## src/sv/vcht_pkg.sv

```systemverilog
`default_nettype none
package vcht_pkg;

  localparam int KEY_W    = 46;
  localparam int COST_W   = 32;
  localparam int MODE_W   = 2;
  localparam int STATUS_W = 3;
  localparam int SLOT_W   = 12;
  localparam int HASH_W   = 32;

  localparam logic [HASH_W-1:0] FNV_BASIS = 32'd2166136261;
  localparam logic [HASH_W-1:0] FNV_PRIME = 32'd16777619;

  localparam logic [MODE_W-1:0] MODE_LOOKUP = 2'd0;
  localparam logic [MODE_W-1:0] MODE_INSERT = 2'd1;
  localparam logic [MODE_W-1:0] MODE_CLEAR  = 2'd2;

  typedef enum logic [STATUS_W-1:0] {
    ST_FOUND        = 3'd0,
    ST_MISS         = 3'd1,
    ST_INSERTED     = 3'd2,
    ST_IMPROVED     = 3'd3,
    ST_NOT_IMPROVED = 3'd4,
    ST_FULL         = 3'd5,
    ST_CLEARED      = 3'd6
  } status_t;

  typedef struct packed {
    logic              used;
    logic [KEY_W-1:0]  key;
    logic [KEY_W-1:0]  pred;
    logic [COST_W-1:0] cost;
    logic              pred_valid;
  } entry_t;

endpackage
`default_nettype wire

```

## src/sv/vcht_hash.sv

```systemverilog
`default_nettype none
module vcht_hash #(
  parameter int unsigned TABLE_DEPTH = 4096
) (
  input  wire logic                       clk,
  input  wire logic                       rst,
  input  wire logic                       start,
  input  wire logic [vcht_pkg::KEY_W-1:0] key,
  output logic                            done,
  output logic [$clog2(TABLE_DEPTH)-1:0]  slot
);

  localparam int IDX_W  = $clog2(TABLE_DEPTH);
  localparam int PROD_W = 2 * vcht_pkg::HASH_W;
  localparam bit IS_POW2 = (TABLE_DEPTH == (1 << IDX_W));
  localparam logic [vcht_pkg::HASH_W-1:0] DEP = vcht_pkg::HASH_W'(TABLE_DEPTH);
  // floor(2^32 / depth), the quotient estimate is low by at most one
  localparam logic [vcht_pkg::HASH_W-1:0] RECIP =
    vcht_pkg::HASH_W'((PROD_W'(1) << vcht_pkg::HASH_W) / TABLE_DEPTH);

  typedef enum logic [2:0] {H_IDLE, H_MUL, H_QUO, H_REM, H_FIX} hstate_t;

  hstate_t                         state;
  logic [1:0]                      rnd;
  logic [vcht_pkg::HASH_W-1:0]     h;
  logic [vcht_pkg::HASH_W-1:0]     quo;
  logic [vcht_pkg::HASH_W-1:0]     rem;
  logic [vcht_pkg::HASH_W-1:0]     field;
  logic [vcht_pkg::HASH_W-1:0]     mix;
  logic [vcht_pkg::HASH_W-1:0]     mul_a;
  logic [vcht_pkg::HASH_W-1:0]     mul_b;
  logic [PROD_W-1:0]               prod;

  // one shared 32x32 multiplier for the hash rounds and the reduction
  always_comb begin
    case (rnd)
      2'd0:    field = {29'd0, key[2:0]};
      2'd1:    field = {10'd0, key[24:3]};
      default: field = {11'd0, key[45:25]};
    endcase
    mix = h ^ field;
    case (state)
      H_QUO: begin
        mul_a = h;
        mul_b = RECIP;
      end
      H_REM: begin
        mul_a = quo;
        mul_b = DEP;
      end
      default: begin
        mul_a = mix;
        mul_b = vcht_pkg::FNV_PRIME;
      end
    endcase
    prod = PROD_W'(mul_a) * PROD_W'(mul_b);
  end

  always_ff @(posedge clk) begin
    if (rst) begin
      state <= H_IDLE;
      done  <= 1'b0;
      rnd   <= '0;
    end else begin
      case (state)
        H_IDLE: begin
          done <= 1'b0;
          if (start) begin
            h     <= vcht_pkg::FNV_BASIS;
            rnd   <= '0;
            state <= H_MUL;
          end
        end
        H_MUL: begin
          h    <= prod[vcht_pkg::HASH_W-1:0];
          rnd  <= rnd + 2'd1;
          done <= (rnd == 2'd2) && IS_POW2;
          if (rnd == 2'd2) begin
            if (IS_POW2) begin
              slot  <= IDX_W'(prod[vcht_pkg::HASH_W-1:0]);
              state <= H_IDLE;
            end else begin
              state <= H_QUO;
            end
          end
        end
        H_QUO: begin
          done  <= 1'b0;
          quo   <= prod[PROD_W-1:vcht_pkg::HASH_W];
          state <= H_REM;
        end
        H_REM: begin
          done  <= 1'b0;
          rem   <= h - prod[vcht_pkg::HASH_W-1:0];
          state <= H_FIX;
        end
        H_FIX: begin
          done  <= 1'b1;
          slot  <= (rem >= DEP) ? IDX_W'(rem - DEP) : IDX_W'(rem);
          state <= H_IDLE;
        end
        default: begin
          done  <= 1'b0;
          state <= H_IDLE;
        end
      endcase
    end
  end

endmodule
`default_nettype wire

```

## config.mk

```make
export PLATFORM = sky130hd
export DESIGN_NAME = vcht_hash
export DESIGN_NICKNAME = d
export VERILOG_FILES = /design/src/sv/vcht_pkg.sv /design/src/sv/vcht_hash.sv
export SDC_FILE = /design/constraint.sdc
export NUM_CORES = 1
export LEC_CHECK = 0
export BUFFER_PORTS_ARGS = -buffer_cell sky130_fd_sc_hd__buf_2
export CAP_MARGIN = 30
export CORE_UTILIZATION = 50
export DETAILED_ROUTE_END_ITERATION = 12
export PLACE_DENSITY = 0.68
export REMOVE_ABC_BUFFERS = 1
export SYNTH_ARGS = -nofsm -noshare
export SYNTH_HDL_FRONTEND = slang
export SYNTH_SLANG_ARGS = --single-unit
```

## constraint.sdc

```tcl
create_clock -name clk -period 8.1 [get_ports clk]
set_input_delay 1.62 -clock clk [delete_from_list [all_inputs] [get_ports clk]]
set_output_delay 1.62 -clock clk [all_outputs]
set_load 0.01 [all_outputs]
```

# Word level (Yosys, flattened, before mapping)
# Cells that the tools add are included.
# classes
magnitude_cmp,1
muxes,14
addsub,3
bitwise,2
eq_ne,8
reduce_logical,10
mul,1
# op_table
cell,n
$pmux W32 S2,2
$mul A32 B32 Y64,1
$pmux W25 S2,1
$pmux W22 S2,1
$ge A32 B13 Y1 const B,1
$mux W32,1
$sub A32 B32 Y32,1
$xor A32 B32 Y32,1
$mux W12,2
$pmux W12 S2,1
$pmux W3 S4,1
$sub A12 B1 Y12 const B,1
$reduce_and A2 Y1,4
$eq A3 B2 Y1 const B,2
$mux W3,2
$reduce_and A3 Y1,2
$ne A2 B2 Y1 const B,2
$pmux W2 S2,1
$reduce_bool A2 Y1,2
$eq A3 B1 Y1 const B,1
$eq A3 B3 Y1 const B,1
$logic_not A3 Y1,1
$add A2 B1 Y2 const B,1
$eq A2 B1 Y1 const B,1
other kinds (5),5
# totals
wordCells,46
ff_bits,114
out_inout_bits,13

# Depth between registers and ports, before layout
# logic_depth
ltp_word,7
depth_mapped,26
mapped_depth_nobuf,26

# Least setup slack after synthesis
# No wires, ideal clock.
# synth_timing
path_type,input-to-reg
from,in key[5] in the netlist's numbering
to,reg rem[10] in the netlist's numbering (data pin)
path_stages,24
path_buffers,0
path_slack_ns,1.585
arrival_time_ns,6.256
setup_time_ns,0.259
path_cell_list,inv_1 -> a21oi_1 -> a21oi_1 -> or3_1 -> a21oi_1 -> ha_1 -> ha_1 -> ha_1 -> ha_1 -> inv_1 -> fa_1 -> inv_1 -> ha_1 -> inv_1 -> fa_1 -> inv_1 -> ha_1 -> xor2_1 -> ha_1 -> inv_1 -> nor4_1 -> a31oi_1 -> o211ai_1 -> a211o_1
# synth_between
elab_chain_len,5
# synth_lines
element,line,text
start: declaration,vcht_hash.sv:8,"input wire logic [vcht_pkg::KEY_W-1:0] key,"
$pmux W22 S2,vcht_hash.sv:36,case (rnd)
$xor A32 B32 Y32,vcht_hash.sv:41,mix = h ^ field;
$pmux W32 S2,vcht_hash.sv:42,case (state)
$mul A32 B32 Y64,vcht_hash.sv:56,prod = PROD_W'(mul_a) * PROD_W'(mul_b);
named net prod[2],vcht_hash.sv:32,logic [PROD_W-1:0] prod;
$sub A32 B32 Y32,vcht_hash.sv:94,rem <= h - prod[vcht_pkg::HASH_W-1:0];
end signal: assignment,vcht_hash.sv:94,
end: declaration,vcht_hash.sv:27,logic [vcht_pkg::HASH_W-1:0] rem;
# The timed path passes the listed nets, and every way through them passes these cells.
# A chain may end at the register's enable or synchronous reset.

# Final worst setup path
# Ends and elaborated chain as after synthesis.

==> impl_metrics.json <==
{
  "synthesis.area_um2": 3580,
  "ctsHoldBuffers": 0,
  "synth-compound-area-share": 0.128,
  "path_max_fanout": 4,
  "ant_nets": 0,
  "slowest_stage": "fa_1",
  "die_h_um": 86.6,
  "slew_headroom": 0.354,
  "post-dp-hpwl_um": 6010,
  "syn_area_per_cell_um2": 9.84,
  "synth_top_family_by_area": "adder cells",
  "max_stage_delay_ns": 0.57,
  "die_w_um": 86.6,
  "overflow": 0,
  "die-area_um2": 7500,
  "avgRoutedWirePerCell_um": 14.5,
  "max_slew.worst_pin.slew_ns": 0.966,
  "grt_first_pass_wirelength_um": 12300,
  "required_ns": 8.16,
  "crit_type": "in2reg",
  "final_util": 0.588,
  "track_usage": 0.218,
  "synth-seq-cells": 42,
  "numCtsBuffers": 5,
  "post-route-period-util": 0.852,
  "synth_edf_count": 36,
  "antenna_found_initial": 0,
  "async_flop_share": 0,
  "synthSimpleGateAreaFrac": 0.134,
  "synthAdderAreaFrac": 0.256,
  "drcViolationCount": 0,
  "grt_max_degree": 27,
  "n_antenna_cell": 0,
  "cts_tree": "yes",
  "endpoint_kind": "register",
  "cts_buffer_depth": 2,
  "timing.final.hold_violations": 0,
  "maxSlewViolCount": 0,
  "rsz0062_at_grt": "false",
  "nets": 524,
  "vias": 2649,
  "skew_ns": 0.00661,
  "ioPinCount": 62,
  "maxCapViolCount": 0,
  "cts-root-buf": "clkbuf_8",
  "synthTopCellsByArea": "edfxtp_1 (30%), ha_1 (21%), fa_1 (5.0%)",
  "row_count": 30,
  "setup_violations": 0,
  "coreArea_um2": 6870,
  "drt_wl_total_um": 7330,
  "layout-drive-gt1-share": 0.152,
  "cts_setup_buffers": 0,
  "synth_flop_cell": "edfxtp_1",
  "first_global_vias": 2695,
  "h-tree-depth": 2,
  "drtPass1Iterations": 4,
  "cts_sinks": 42,
  "vias_per_cell": 5.26,
  "synth_xor_area_frac": 0.0891,
  "synth_seq_area_share": 0.335,
  "hold_path.class": "reg2reg",
  "yosys_warnings": 0,
  "syn_to_final_growth_pct": 12.7,
  "clk_pin_slew_worst_paths_ns": 0.09,
  "start_util": 0.521,
  "start_kind": "input port",
  "max_clock_freq_mhz": 145,
  "path_buf_inv": 7,
  "synth.distinct_cells": 45,
  "drt_iter0_markers": 81,
  "synth_top_area_cell": "edfxtp_1",
  "portBuffers": 42,
  "gp_congestion": 0.835,
  "synthMuxAreaShare": 0.00314,
  "clkLatencyLatePin_ns": 0.30,
  "synth_top_area_share": 0.302,
  "cp.arrival_ns": 6.96,
  "crit_family": "adder cells",
  "setup_tns_ns": 0,
  "period_needed_ns": 6.90,
  "synthCells": 364,
  "cp_common_cell": "ha_1",
  "cts.repair.resized": 0,
  "status": "finished, final reports clean"
}
-- flip-flops by register name, indices dropped and copies added (netlist names) --
| name | count |
|---|---|
| slot | 12 |
| state | 3 |
| rem | 12 |
| h | 12 |
| rnd | 2 |
| done | 1 |
-- synth_stat cells (2+ instances only) --
cell type / n
and3b_1: 2
nor2_1: 30
inv_1: 39
nor2b_1: 3
xnor2_1: 18
and2_1: 2
nor3_1: 6
a21o_1: 3
o21bai_1: 5
clkbuf_1: 6
edfxtp_1: 36
fa_1: 9
o21ai_1: 4
dfxtp_1: 6
o31ai_1: 2
o211ai_1: 2
ha_1: 59
nor3b_1: 10
a211oi_1: 3
or3_1: 5
a21oi_1: 30
nand2_1: 24
a211o_1: 2
buf_2: 2
xor2_1: 14
nand2b_1: 4
o21ai_0: 20
-- routing by layer --
metal	GRT usage	part of all wire	up-vias
met3	0.0419	0.037	18
met2	0.384	0.48	61
met5	0	0	-
li1	-	-	1352
met1	0.264	0.46	1218
met4	0.0833	0.029	0
-- cells by family after synthesis --
| group | after synthesis |
|---|---|
| XOR/XNOR | 34 |
| flip-flops | 42 |
| adder cells (fa/ha/maj) | 68 |
| buffers and inverters | 49 |
| AO/OA/AOI/OAI | 76 |
| AND/OR/NAND/NOR | 94 |
| multiplexers | 1 |
-- layout by cell type, fill, tap and decap left out, types with 9 or more instances in the layout --
cell      count
nor3b_1       9
edfxtp_1     36
nor2_1       30
inv_1        39
fa_1          9
ha_1         59
xor2_1       14
xnor2_1      18
o21ai_0      20
nand2_1      24
a21oi_1      30
buf_2        42
-- cell type report --
class | instances | area (µm²)
fill | 616 | 2830
multi-input combinational | 273 | 2190
sequential | 42 | 1200
timing repair buffer | 46 | 240
inverter | 39 | 146
tap | 96 | 120
clock buffer | 5 | 68.8
clock inverter | 3 | 68.8
-- final timing paths --
check,start,endpoint,slack (ns),cells after the start
setup reg to reg,rnd[0],rem[10],1.53,26
hold / removal,rem[0],slot[0],0.53,2
hold reg to reg,rem[0],slot[0],0.53,2
setup / recovery,key[5],rem[10],1.20,25
-- stage by stage --
step	cell area, µm²	setup WS [ns]	std cells	hold slack [ns]
2_1_floorplan	3530	1.58	354	0.457
3_5_place_dp	3900	0.879	496	0.498
3_3_place_gp	3890	1.00	495	0.500
5_1_grt	4040	0.841	504	0.551
4_1_cts	4040	1.18	504	0.526
6_report	4040	1.20	504	0.527
-- worst reg2reg max path, stage by stage (launching register included) --
cell      delay, ns
dfxtp_1        0.34
inv_1          0.10
ha_1           0.41
and2b_4        0.27
a21oi_1        0.12
a21oi_1        0.07
or3_1          0.36
a21oi_1        0.33
ha_1           0.30
ha_1           0.33
ha_1           0.30
ha_1           0.14
inv_1          0.05
fa_1           0.53
inv_1          0.04
ha_1           0.26
inv_1          0.05
fa_1           0.57
inv_1          0.05
ha_1           0.32
xor2_1         0.33
ha_1           0.34
inv_1          0.13
nor4_1         0.07
a31oi_1        0.15
o211ai_1       0.11
a211o_1        0.27
Power is left out: the tool's default activity adds up to more than one toggle a clock period on the data nets, which glitch-free logic cannot reach.
